<file path="config.mk">
export PLATFORM = sky130hd
export DESIGN_NAME = stack_with_remove_minimum_core
export DESIGN_NICKNAME = d
export VERILOG_FILES = /design/src/rtl/smin_pkg.sv /design/src/rtl/smin_ram.sv /design/src/rtl/stack_with_remove_minimum_core.sv
export SDC_FILE = /design/constraint.sdc
export NUM_CORES = 1
export LEC_CHECK = 0
export ABC_AREA = 1
export BUFFER_PORTS_ARGS = -buffer_cell sky130_fd_sc_hd__buf_2
export CAP_MARGIN = 20
export CORE_MARGIN = 2
export CORE_UTILIZATION = 40
export CTS_CLUSTER_DIAMETER = 100
export DETAILED_ROUTE_END_ITERATION = 16
export PLACE_DENSITY = 0.62
export SLEW_MARGIN = 15
export SYNTH_ARGS = -nofsm -noshare
export SYNTH_HDL_FRONTEND = slang
export SYNTH_HIERARCHICAL = 1
export SYNTH_SLANG_ARGS = --single-unit
export TNS_END_PERCENT = 1
</file>
<file path="constraint.sdc">
create_clock -name clock -period 3.5 [get_ports clock]
set_input_delay 0.7 -clock clock [delete_from_list [all_inputs] [get_ports clock]]
set_output_delay 0.7 -clock clock [all_outputs]
set_load 0.005 [all_outputs]
</file>
<file path="src/rtl/smin_pkg.sv">
// Shared constants and codes for the stack with remove-minimum.
`timescale 1ns / 1ps
`default_nettype none

package smin_pkg;

   localparam int STACK_DEPTH = 16;
   localparam int IDX_W       = $clog2(STACK_DEPTH);
   localparam int COUNT_W     = 5;
   localparam int WORD_W      = 32;

   localparam logic [1:0] ACT_PUSH   = 2'd0;
   localparam logic [1:0] ACT_POP    = 2'd1;
   localparam logic [1:0] ACT_REMOVE = 2'd2;

   localparam logic [1:0] STATUS_OK    = 2'd0;
   localparam logic [1:0] STATUS_EMPTY = 2'd1;
   localparam logic [1:0] STATUS_FULL  = 2'd2;

   localparam logic [COUNT_W-1:0] COUNT_FULL = COUNT_W'(STACK_DEPTH);

   typedef logic [IDX_W-1:0]   idx_type;
   typedef logic [COUNT_W-1:0] count_type;
   typedef logic [WORD_W-1:0]  word_type;

endpackage

`default_nettype wire

</file>
<file path="src/rtl/smin_ram.sv">
// Entry store: one write port and one read port with registered read data.
`timescale 1ns / 1ps
`default_nettype none

module smin_ram (
   input  wire logic               clock,
   input  wire logic               wr_en,
   input  wire smin_pkg::idx_type  wr_addr,
   input  wire smin_pkg::word_type wr_data,
   input  wire smin_pkg::idx_type  rd_addr,
   output smin_pkg::word_type      rd_data
);
   import smin_pkg::*;

   word_type mem_ff [STACK_DEPTH];
   word_type rd_data_ff;

   always_ff @(posedge clock) begin
      if (wr_en) begin
         mem_ff[wr_addr] <= wr_data;
      end
      rd_data_ff <= mem_ff[rd_addr];
   end

   assign rd_data = rd_data_ff;

endmodule

`default_nettype wire

</file>
<file path="src/rtl/stack_with_remove_minimum_core.sv">
// Top level: request sequencer and shared compare unit around the entry store.
// Push, an empty pop or remove, and an unused action give their result in the cycle after start.
// Pop reads the top word from the store and gives it as its result from state POP_WAIT.
// Remove scans from the top down through one comparator, then moves each entry above the
// minimum down one place to close the gap; its result follows the last move, or the scan if
// the minimum was on top. Busy falls as the result word appears, so the next word may start
// in that cycle; the receiver cannot stall. A synchronous reset empties the stack.
`timescale 1ns / 1ps
`default_nettype none

module stack_with_remove_minimum_core (
   input  wire logic               clock,
   input  wire logic               reset,
   input  wire logic               start,
   output logic                    busy,
   input  wire logic [1:0]         req_action,
   input  wire logic signed [31:0] req_push_value,
   output logic                    rsp_strobe,
   output logic signed [31:0]      rsp_result_value,
   output logic [1:0]              rsp_status,
   output logic [4:0]              rsp_entry_count,
   output logic                    rsp_is_empty
);
   import smin_pkg::*;

   typedef enum logic [1:0] {
      IDLE,
      POP_WAIT,
      SCAN,
      SHIFT
   } state_type;

   state_type state_ff, state_in;
   count_type count_ff, count_in;
   idx_type   idx_ff, idx_in;
   idx_type   best_idx_ff, best_idx_in;
   word_type  best_val_ff, best_val_in;
   logic      first_ff, first_in;
   logic      strobe_ff, strobe_in;
   word_type  value_ff, value_in;
   logic [1:0] status_ff, status_in;
   logic [4:0] count_seen_ff;

   logic     wr_en;
   idx_type  wr_addr;
   word_type wr_data;
   idx_type  rd_addr;
   word_type rd_data;
   idx_type  top_idx;
   logic     take_new;

   smin_ram u_ram (
      .clock   (clock),
      .wr_en   (wr_en),
      .wr_addr (wr_addr),
      .wr_data (wr_data),
      .rd_addr (rd_addr),
      .rd_data (rd_data)
   );

   assign top_idx  = count_ff[IDX_W-1:0] - 1'b1;
   assign take_new = first_ff || ($signed(rd_data) < $signed(best_val_ff));

   always_comb begin
      state_in    = state_ff;
      count_in    = count_ff;
      idx_in      = idx_ff;
      best_idx_in = best_idx_ff;
      best_val_in = best_val_ff;
      first_in    = first_ff;
      strobe_in   = 1'b0;
      value_in    = '0;
      status_in   = STATUS_OK;
      wr_en       = 1'b0;
      wr_addr     = count_ff[IDX_W-1:0];
      wr_data     = word_type'(req_push_value);
      rd_addr     = top_idx;
      case (state_ff)
         IDLE: begin
            if (start) begin
               case (req_action)
                  ACT_PUSH: begin
                     strobe_in = 1'b1;
                     if (count_ff == COUNT_FULL) begin
                        status_in = STATUS_FULL;
                     end else begin
                        wr_en    = 1'b1;
                        count_in = count_ff + 1'b1;
                     end
                  end
                  ACT_POP: begin
                     if (count_ff == '0) begin
                        strobe_in = 1'b1;
                        status_in = STATUS_EMPTY;
                     end else begin
                        state_in = POP_WAIT;
                     end
                  end
                  ACT_REMOVE: begin
                     if (count_ff == '0) begin
                        strobe_in = 1'b1;
                        status_in = STATUS_EMPTY;
                     end else begin
                        idx_in   = top_idx;
                        first_in = 1'b1;
                        state_in = SCAN;
                     end
                  end
                  default: begin
                     strobe_in = 1'b1;
                  end
               endcase
            end
         end
         POP_WAIT: begin
            strobe_in = 1'b1;
            value_in  = rd_data;
            count_in  = count_ff - 1'b1;
            state_in  = IDLE;
         end
         SCAN: begin
            first_in = 1'b0;
            if (take_new) begin
               best_val_in = rd_data;
               best_idx_in = idx_ff;
            end
            if (idx_ff == '0) begin
               if (best_idx_in == top_idx) begin
                  strobe_in = 1'b1;
                  value_in  = best_val_in;
                  count_in  = count_ff - 1'b1;
                  state_in  = IDLE;
               end else begin
                  rd_addr  = best_idx_in + 1'b1;
                  idx_in   = best_idx_in;
                  state_in = SHIFT;
               end
            end else begin
               idx_in  = idx_ff - 1'b1;
               rd_addr = idx_ff - 1'b1;
            end
         end
         SHIFT: begin
            wr_en   = 1'b1;
            wr_addr = idx_ff;
            wr_data = rd_data;
            if ((idx_ff + 1'b1) == top_idx) begin
               strobe_in = 1'b1;
               value_in  = best_val_ff;
               count_in  = count_ff - 1'b1;
               state_in  = IDLE;
            end else begin
               idx_in  = idx_ff + 1'b1;
               rd_addr = idx_ff + 2'd2;
            end
         end
         default: begin
            state_in = IDLE;
         end
      endcase
   end

   always_ff @(posedge clock) begin
      if (reset) begin
         state_ff  <= IDLE;
         count_ff  <= '0;
         first_ff  <= 1'b0;
         strobe_ff <= 1'b0;
      end else begin
         state_ff  <= state_in;
         count_ff  <= count_in;
         first_ff  <= first_in;
         strobe_ff <= strobe_in;
      end
      idx_ff        <= idx_in;
      best_idx_ff   <= best_idx_in;
      best_val_ff   <= best_val_in;
      value_ff      <= value_in;
      status_ff     <= status_in;
      count_seen_ff <= 5'(count_in);
   end

   assign busy             = (state_ff != IDLE);
   assign rsp_strobe       = strobe_ff;
   assign rsp_result_value = $signed(value_ff);
   assign rsp_status       = status_ff;
   assign rsp_entry_count  = count_seen_ff;
   assign rsp_is_empty     = (count_seen_ff == 5'd0);

endmodule

`default_nettype wire

</file>
After elaboration in Yosys (flattened, before gate mapping) --
Memories as Yosys holds them, arrays and structs flattened. A register that Yosys moved wholly into a read port is not among the register bits. Index checks and enable logic that the tools add are counted. Widths: inputs -> output; s select.
Operators by class: $add $sub $neg 7, $lt $le $gt $ge 1, equality and inequality tests 18, mux-type cells 55, reductions and logical operators 14
Operators with widths (number):
- $mux 32 | 5
- $pmux 32 s3 | 1
- $mux 4 | 12
- $lt 32x32->1 | 1
- $mux 5 | 6
- $pmux 5 s4 | 1
- $mux 1 | 15
- $mux 2 | 7
- $pmux 4 s3 | 1
- $reduce_and 6->1 | 2
- $logic_not 5->1 | 2
- $ne 2x2->1 const B | 5
- $ne 3x3->1 const B | 3
- $add 4x1->4 const B | 2
- $eq 4x4->1 | 2
- $pmux 2 s2 | 2
- $pmux 2 s4 | 1
- $pmux 4 s2 | 1
- $sub 4x1->4 const B | 2
- $eq 2x2->1 const B | 3
- $add 5x1->5 const B | 1
- $eq 5x5->1 const B | 1
- $sub 5x1->5 const B | 1
- $add 4x2->4 const B | 1
- 13 further kinds | 17
Storage, ports and cells: flip-flop bits (word level) 88, bits in writable memories 512, bits of input ports 37, output and inout port bits 42, logic and storage cells 106, memories 1
Memory list:
- u_ram.mem_ff | depth 16, bits a word 32, rd ports 1, clocked after Yosys merged registers in 1, wr ports 1, RTL line smin_ram.sv:15 | word_type mem_ff [STACK_DEPTH];

Longest topological paths before layout --
Gate-level depths: netlist of the first run.
word-level depth 8, mapped depth 35, depth with buffers taken out 31

Modules after synthesis --
The synthesis of the first run kept the hierarchy.
By module, submodules not included:
- smin_ram | times used 1, cells an instance 2120, area an instance 22730.6 µm², sequential area each 16015.4 µm²
- stack_with_remove_minimum_core | times used 1, cells an instance 819, area an instance 6038.3 µm², sequential area each 2162.1 µm²

Worst setup path after synthesis of the first run --
Ideal clock, no wire load.
path kind input to register, start point in req_action[0], end point mem u_ram/mem_ff[12][0] (netlist name) (enable), setup time 421 ps, arrival time 2978 ps, required time 3079 ps, setup slack 100 ps, stages on the path 8, path buffers 0, cells stage by stage inv_1 ha_1 nand2_1 inv_1 o211ai_1 a21oi_1 nand3_1 nor2_1
On the way: cells in the longest elaborated chain, start to end 6
RTL lines:
- start, declared | RTL line stack_with_remove_minimum_core.sv:16 | input wire logic [1:0] req_action,
- $logic_not 2->1 | RTL line stack_with_remove_minimum_core.sv:81 | case (req_action)
- $mux 1 | RTL line stack_with_remove_minimum_core.sv:81
- $mux 1 | RTL line stack_with_remove_minimum_core.sv:80 | if (start) begin
- $pmux 1 s2 | RTL line stack_with_remove_minimum_core.sv:78 | case (state_ff)
- net wr_en | RTL line stack_with_remove_minimum_core.sv:44 | logic wr_en;
- $mux 1 | RTL line smin_ram.sv:19 | if (wr_en) begin
- $mux 1 (implied by the code) | RTL line smin_ram.sv:20 | mem_ff[wr_addr] <= wr_data;
- end, declared | RTL line smin_ram.sv:15
The timed path passes the listed nets, and every way through them passes these cells.

Final worst setup path of the first run --
start point reg best_val_ff[27], end point reg u_ram.rd_data_ff[19], in the netlist u_ram/rd_data[19], read port of u_ram.mem_ff
On the way: cells in the longest elaborated chain, start to end 8, elaborated cells between the ends (all ways) 9, classes of those cells 1 x add/sub; 1 x order compare; 1 x eq/ne; 5 x mux; 1 x reduce/logical
RTL lines:
- start, declared | RTL line stack_with_remove_minimum_core.sv:37 | word_type best_val_ff, best_val_in;
- start signal, assigned | RTL line stack_with_remove_minimum_core.sv:177 | best_val_ff <= best_val_in;
- $lt 32x32->1 (*) | RTL line stack_with_remove_minimum_core.sv:62 | assign take_new = first_ff || ($signed(rd_data) < $signed(best_val_ff));
- $logic_or 1x1->1 (*) | RTL line stack_with_remove_minimum_core.sv:62
- $mux 4 (*) | RTL line stack_with_remove_minimum_core.sv:123 | if (take_new) begin
- $mux 4 (*) | RTL line stack_with_remove_minimum_core.sv:78
- $add 4x1->4 / $eq 4x4->1 (equally long branches) | RTL line stack_with_remove_minimum_core.sv:134, stack_with_remove_minimum_core.sv:128
- $mux 4 (*) | RTL line stack_with_remove_minimum_core.sv:128 | if (best_idx_in == top_idx) begin
- $mux 4 (*) | RTL line stack_with_remove_minimum_core.sv:127 | if (idx_ff == '0) begin
- $pmux 4 s2 (*) | RTL line stack_with_remove_minimum_core.sv:78
- net rd_addr[1] | RTL line stack_with_remove_minimum_core.sv:47 | idx_type rd_addr;
- end, declared | RTL line smin_ram.sv:16 | word_type rd_data_ff;
Mark *: on every way through the listed nets, which the timed path passes. The rest lies on a longest branch. The select of a mux whose other input is x is not followed. A chain may end at the register's enable or synchronous reset.

==> impl_metrics.tcl, run 1 <==
set metrics [dict create \
    slowest_stage "edfxtp_1" \
    p_per_area_nw_per_um2 959 \
    synth-edff-count 552 \
    finClkSkew_ps 24.7 \
    post-route-cell-area_um2 34600 \
    p_clk_share_pct 21.2 \
    die_w_um 272 \
    crit_type "flop to flop" \
    cp-endpoint "u_ram/rd_data[19]" \
    crit_path_frequent_cell "buf_4" \
    max-slew-margin-rel_pct 46.2 \
    start_util_pct 40.3 \
    synth_fp_nets 3025 \
    critPathArrivalTime_ps 4350 \
    setup_slack_ps -368 \
    p_leak_nw 14.9 \
    clock-sinks 632 \
    clkTransAtPathRegs_ps 60 \
    portBuffers 78 \
    dr_total_vias 21000 \
    numCtsBuffers 68 \
    status "finished, violations left" \
    yosysUniqueCellTypes 47 \
    violations "negative setup slack" \
    diodes 0 \
    overflow 0 \
    drive_gt1_share_pct 15.9 \
    crit_path_max_fanout 6 \
    internal_power_mw 19.6 \
    whs_ps 340 \
    maxCapViolCount 0 \
    clock_path_buffers 3 \
    rsz0062_at_grt "true" \
    routedWlPerCell_um 19.3 \
    grt_max_degree 65 \
    cts_tree "built" \
    cp-end-kind "flop" \
    top_level_ports 79 \
    cp.required_ps 3990 \
    num-nets-final 3234 \
    fin_crit_ps 3870 \
    core_um2 71400 \
    layout_commonest_cell "nand2_1" \
    seqPwrFrac_pct 29.3 \
    row_count 98 \
    p_comb_share_pct 49.5 \
    clk_latency_ps 620 \
    p_switching_mw 13.6 \
    netlist_instances 2939 \
    peakVddDrop_v 0.000581 \
    firstDrtPassIters 5 \
    ys_seq_elements 632 \
    route.detailed.drc 0 \
    hold_depth 2 \
    dp.cells 3992 \
    hold_viol 0 \
    synth_area_um2 28800 \
    ys.warnings.count 6 \
    grt_pass1_wl_um 120000 \
    grt.total_usage_pct 21.4 \
    layout_common_cells "940 x nand2_1, 552 x edfxtp_1, 450 x inv_1" \
    dpl_cell_area_um2 31500 \
    final_max_slew_viol_count 0 \
    detail-route-antenna-nets 0 \
    fmax_mhz 259 \
    ff2ff_path_depth 23 \
    final_core_utilization_pct 48.5 \
    die-height_um 272 \
    startpoint "best_val_ff[27]" \
    setup_viol 32 \
    r2r_end "u_ram/rd_data[19]" \
    place_congestion 0.962 \
    initialDrtViolationCount 2607 \
    dp_hpwl_um 49000 \
    async_reset_ff_share_pct 0 \
    area_delta_synth_final_pct 20.2 \
    ys_seq_area_share_pct 63.2 \
    antenna_found_initial 2 \
    htree_levels 3 \
    synth_area_per_cell_um2 9.79 \
    grt_pass1_vias 19400 \
    fin_crit_sh_pct 111 \
    dieArea_um2 74100 \
    start_kind "flop" \
    wl_um 80400 \
    power_mw 33.2 \
    slowest_delay_ps 360 \
    ctsRootBufferMaster "clkbuf_16" \
    hold_class "primary input to flop" \
    vias_per_cell 5.05 \
    r2r_start "best_val_ff[27]" \
    tightest_slew_ps 806 \
    fin_cells 4153 \
    path_cells "inv_2 -> ha_1 -> nand2_1 -> inv_2 -> nand4_4 -> nor4_4 -> buf_4 -> nand2_4 -> nand3_4 -> buf_4 -> nand4_1 -> buf_4 -> nand2_2 -> ha_4 -> o211ai_1 -> nand3_4 -> buf_12 -> buf_12 -> buf_16 -> nand3_2 -> nand3_1 -> nand3_1 -> nand2_1" \
    r2r_slack_ps -370 \
    synth-main-ff-cell "edfxtp_1" \
    switching_share_pct 40.9 \
]
## final cells by class
class,count,area [um2]
Clock buffer,96,1920
Timing Repair Buffer,287,2870
Inverter,465,1770
Sequential cell,632,18200
Clock inverter,29,249
Multi-Input combinational cell,1694,8400
Fill cell,6536,36800
Tap cell,950,1190
## sequential cells by signal, indices dropped and copies added (netlist names)
register	count
rsp_status	2
best_idx_ff	4
rsp_result_value	32
u_ram/rd_data	32
first_ff	1
count_ff	5
state_ff	2
rsp_entry_count	5
u_ram/mem_ff	512
idx_ff	4
rsp_strobe	1
best_val_ff	32
## power groups by stage
stage / registers [mW] / logic [mW] / clock network, mW
floorplan: 9.70 / 9.41 / 0
global placement: 9.84 / 14.3 / 0
detailed placement: 9.85 / 14.4 / 0
CTS: 9.71 / 15.5 / 7.12
global route: 9.77 / 18.0 / 7.38
finish: 9.73 / 16.4 / 7.01
## per-layer routing
layer	vias to the layer above	track usage (%)	wire length [um]
met1	10000	30.9	35400
met5	-	0	31
li1	10000	-	-
met2	798	33.5	36900
met4	4	6.54	1840
met3	128	3.14	6210
## critical path: cells and delay by family, from the launching register on
kind	cells	cell delay, ps
AO/OA/AOI/OAI	1	260
flip-flops	1	360
adder cells (fa/ha/maj)	2	500
buffers and inverters	8	1130
AND/OR/NAND/NOR	12	1460
## Yosys cell counts (4+ instances only)
library cell	number	area share, %
inv_1	462	6.0
a31oi_1	37	0.80
nand2_2	12	0.26
o211ai_1	9	0.23
clkbuf_1	37	0.48
buf_2	50	0.87
buf_4	6	0.16
nand3_1	418	7.3
o21ai_0	60	1.0
buf_1	14	0.18
a21oi_1	30	0.52
nor2_1	38	0.50
nand2_1	958	12
dfxtp_1	80	5.6
xnor2_1	4	0.12
nor3_1	5	0.087
buf_6	31	1.2
nand4_1	40	0.87
xor2_1	6	0.18
edfxtp_1	552	58
ha_1	49	2.1
## worst min path at each step
stage | start | end
6_report | reset | count_ff[3]
3_5_place_dp | u_ram/rd_data[0] | rsp_result_value[0]
2_1_floorplan | u_ram/rd_data[0] | rsp_result_value[0]
5_1_grt | reset | count_ff[3]
4_1_cts | reset | count_ff[3]
3_3_place_gp | u_ram/rd_data[0] | rsp_result_value[0]
## cell families after synthesis
| group | share of synthesized area, % |
|---|---|
| AND/OR/NAND/NOR | 22.1 |
| buffers and inverters | 9.45 |
| adder cells (fa/ha/maj) | 2.13 |
| flip-flops | 63.2 |
| XOR/XNOR | 0.304 |
| AO/OA/AOI/OAI | 2.86 |
## per-stage QoR
| step | setup WS [ps] | setup TNS (ps) |
|---|---|---|
| after floorplan | 100 | 0 |
| after global placement | -503 | -11500 |
| after detailed placement | -598 | -14050 |
| after CTS | -291 | -8390 |
| after global routing | -588 | -17360 |
| final | -368 | -10120 |
## repair_timing
item	in CTS	in global routing
pin swaps	28	41
setup endpoints to repair	32	37
gates cloned	4	5
buffers inserted	18	11
hold buffers	0	0
gates resized for setup	53	61
Note: power is estimated with default switching activity, not from simulation.
==> run 2: changes to the inputs <==
ABC_AREA = unset   (was 1)
CTS_CLUSTER_DIAMETER = unset   (was 100)
==> run 2 against run 1 <==
  * Total power shrank 2.0%
  * Combinational power shrank 3%
  * Routed wire length shrank 12%
  * Largest cell class unchanged
  * Global-route usage shrank 0.39 points
  * The run still ends with negative setup slack left
==> impl_metrics.tcl, run 2 <==
set metrics [dict create \
    synthTopCellsByArea "edfxtp_1 63%, mux4_2 11%, dfxtp_1 6.1%, ha_1 2.3%, a22oi_1 1.9%" \
    cp-end-kind "flop" \
    start_kind "flop" \
    violations "negative setup slack" \
    synth_top_family_by_area "multiplexers" \
    yosys.area.top_type "edfxtp_1" \
    seqPwrFrac_pct 30.1 \
    synth-edff-count 552 \
    layout_commonest_cell "edfxtp_1" \
    area_delta_synth_final_pct 23.1 \
    finClkSkew_ps 32.5 \
    max_flop_register "u_ram/mem_ff" \
    dr_total_vias 15700 \
    synth.most_common_cell "edfxtp_1" \
    r2r_end "u_ram/rd_data[9]" \
    hold_viol 0 \
    synth_area_per_cell_um2 17.1 \
    r2r_slack_ps -940 \
    routedWlPerCell_um 26.1 \
    synth-simple-area-share_pct 4.61 \
    hold_path_end "rsp_status[0]" \
    p_switching_mw 11.8 \
    tightest_slew_ps 787 \
    start_util_pct 40.6 \
    hold_class "primary input to flop" \
    worstHoldStart "start" \
    yosysTopAreaCellShare_pct 63.3 \
    max-slew-margin-rel_pct 47.2 \
    p_clk_share_pct 21.1 \
    slowest_stage "a2111oi_4" \
    critPathArrivalTime_ps 4910 \
    dp_hpwl_um 43100 \
    ctsRootBufferMaster "clkbuf_16" \
    rsz0062_at_grt "true" \
    clk_latency_ps 610 \
    htree_levels 3 \
    ys_seq_area_share_pct 69.4 \
    crit_path_frequent_cell "ha_4" \
    place_congestion 0.846 \
    grt_pass1_vias 15500 \
    synth_mux_area_share_pct 12.8 \
    drive_gt1_share_pct 35.8 \
    netlist_instances 1534 \
    maxCapViolCount 0 \
    hold_depth 3 \
    portBuffers 78 \
    layout_common_cells "552 x edfxtp_1, 161 x buf_4, 128 x mux4_2" \
    peakVddDrop_v 0.000738 \
    final-seq-area_um2 18200 \
    row_count 93 \
    r2r_start "best_val_ff[11]" \
    async_reset_ff_share_pct 0 \
    whs_ps 389 \
    fin_crit_ps 4440 \
    synth_compound_area_share_pct 7.89 \
    final_max_slew_viol_count 0 \
    slowest_delay_ps 460 \
    path_cells "inv_2 -> ha_4 -> nand2_4 -> nor4_4 -> a32oi_2 -> a2111oi_4 -> buf_4 -> o21a_4 -> nor2_4 -> mux2_4 -> ha_4 -> o311a_1 -> a211o_4 -> buf_12 -> buf_16 -> mux4_2 -> a22oi_2 -> nand2_2" \
    grt_pass1_wl_um 103000 \
    firstDrtPassIters 8 \
    cp.required_ps 3960 \
    switching_share_pct 36.4 \
    fin_crit_sh_pct 127 \
    yosysUniqueCellTypes 72 \
    num-nets-final 1881 \
    grt_max_degree 45 \
    ff2ff_path_depth 18 \
    top_level_ports 79 \
    ys.warnings.count 6 \
    core_um2 64600 \
    final.fill_count 5296 \
    wl_um 70600 \
    die_w_um 260 \
    numCtsBuffers 66 \
    route.detailed.drc 0 \
    fmax_mhz 225 \
    vias_per_cell 5.83 \
    synth-main-ff-cell "edfxtp_1" \
    clkTransAtPathRegs_ps 60 \
    power_mw 32.5 \
    status "finished, violations left" \
    setup_viol 32 \
    cts_tree "built" \
    netlist_top_cells_count "552 x edfxtp_1, 128 x mux4_2, 84 x nand2_1" \
    ys_seq_elements 632 \
    crit_type "flop to flop" \
    die-height_um 260 \
    crit_path_max_fanout 9 \
    p_comb_share_pct 48.8 \
    overflow 0 \
    detail-route-antenna-nets 0 \
    antenna_found_initial 3 \
    setup_slack_ps -945 \
    multi_input_area_um2 8080 \
    internal_power_mw 20.7 \
    pre_cts_slack_ps -1100 \
    synth_area_um2 26200 \
    synth_fp_nets 1620 \
    diodes 0 \
    dp.cells 2572 \
    clock_path_buffers 3 \
    synth_xor_area_share_pct 0.712 \
    initialDrtViolationCount 1730 \
    p_leak_nw 11.2 \
    clock-sinks 632 \
    p_per_area_nw_per_um2 1010 \
    synth_fa_ha_area_share_pct 2.34 \
    grt.total_usage_pct 21.0 \
    dieArea_um2 67500 \
    fin_cells 2702 \
    largest_reg_flops 512 \
]
[run 2: kinds of logic after synthesis]
group / after synthesis
adder cells (fa/ha/maj): 49
AO/OA/AOI/OAI: 277
buffers and inverters: 141
AND/OR/NAND/NOR: 250
XOR/XNOR: 15
multiplexers: 170
flip-flops: 632
[run 2: worst max-delay path by stage]
stage	startpoint	end	slack [ps]
floorplan	best_val_ff[9]	u_ram/rd_data[16]	-710
global placement	best_val_ff[13]	u_ram/rd_data[9]	-1030
detailed placement	best_val_ff[9]	u_ram/rd_data[9]	-1100
CTS	best_val_ff[15]	u_ram/rd_data[9]	-970
global route	best_val_ff[10]	u_ram/rd_data[9]	-1080
finish	best_val_ff[11]	u_ram/rd_data[9]	-940
[run 2: power groups by stage]
stage	sequential (mW)	combinational, mW	clock, mW
6_report	9.77	15.9	6.86
5_1_grt	9.80	16.9	7.27
4_1_cts	9.74	15.4	6.95
3_5_place_dp	9.88	14.3	0
3_3_place_gp	9.86	14.1	0
2_1_floorplan	9.70	8.81	0
[run 2: cell type report]
cell class	instances	share of cell area [%]
tap	855	3.32
multi-input combinational	761	25.1
inverter	47	0.547
clock buffer	104	6.14
sequential	632	56.4
timing repair buffer	287	8.07
clock inverter	16	0.439
[run 2: worst max-delay path: cells and delay by family (launching register included)]
family,cells,cell delay (ps)
AO/OA/AOI/OAI,6,1730
multiplexers,2,620
buffers and inverters,4,560
AND/OR/NAND/NOR,4,510
adder cells (fa/ha/maj),2,480
flip-flops,1,370
[run 2: metrics by stage]
step / util, % / setup TNS, ps / cell area [um2]
6_report: 49.9 / -27520 / 32200
4_1_cts: 49.6 / -28790 / 32000
3_3_place_gp: 45.7 / -27750 / 29500
2_1_floorplan: - / -176780 / 26400
3_5_place_dp: 45.7 / -30500 / 29500
5_1_grt: 49.9 / -32430 / 32200
[run 2: per-layer routing]
layer,vias to the layer above,wire length (um),part of all wire (%),global-route usage [%]
li1,6751,-,-,-
met5,-,24,0.034,0
met4,4,1160,1.6,5.22
met1,8146,29200,41,29.4
met2,764,33300,47,33.5
met3,80,6870,9.7,4.71
[run 2: what timing repair did]
item	4_1_cts	5_1_grt
resized for setup	53	39
setup buffers	4	2
gates cloned	3	1
pin swaps	33	18
endpoints found under the setup margin	32	66
hold buffers	0	0
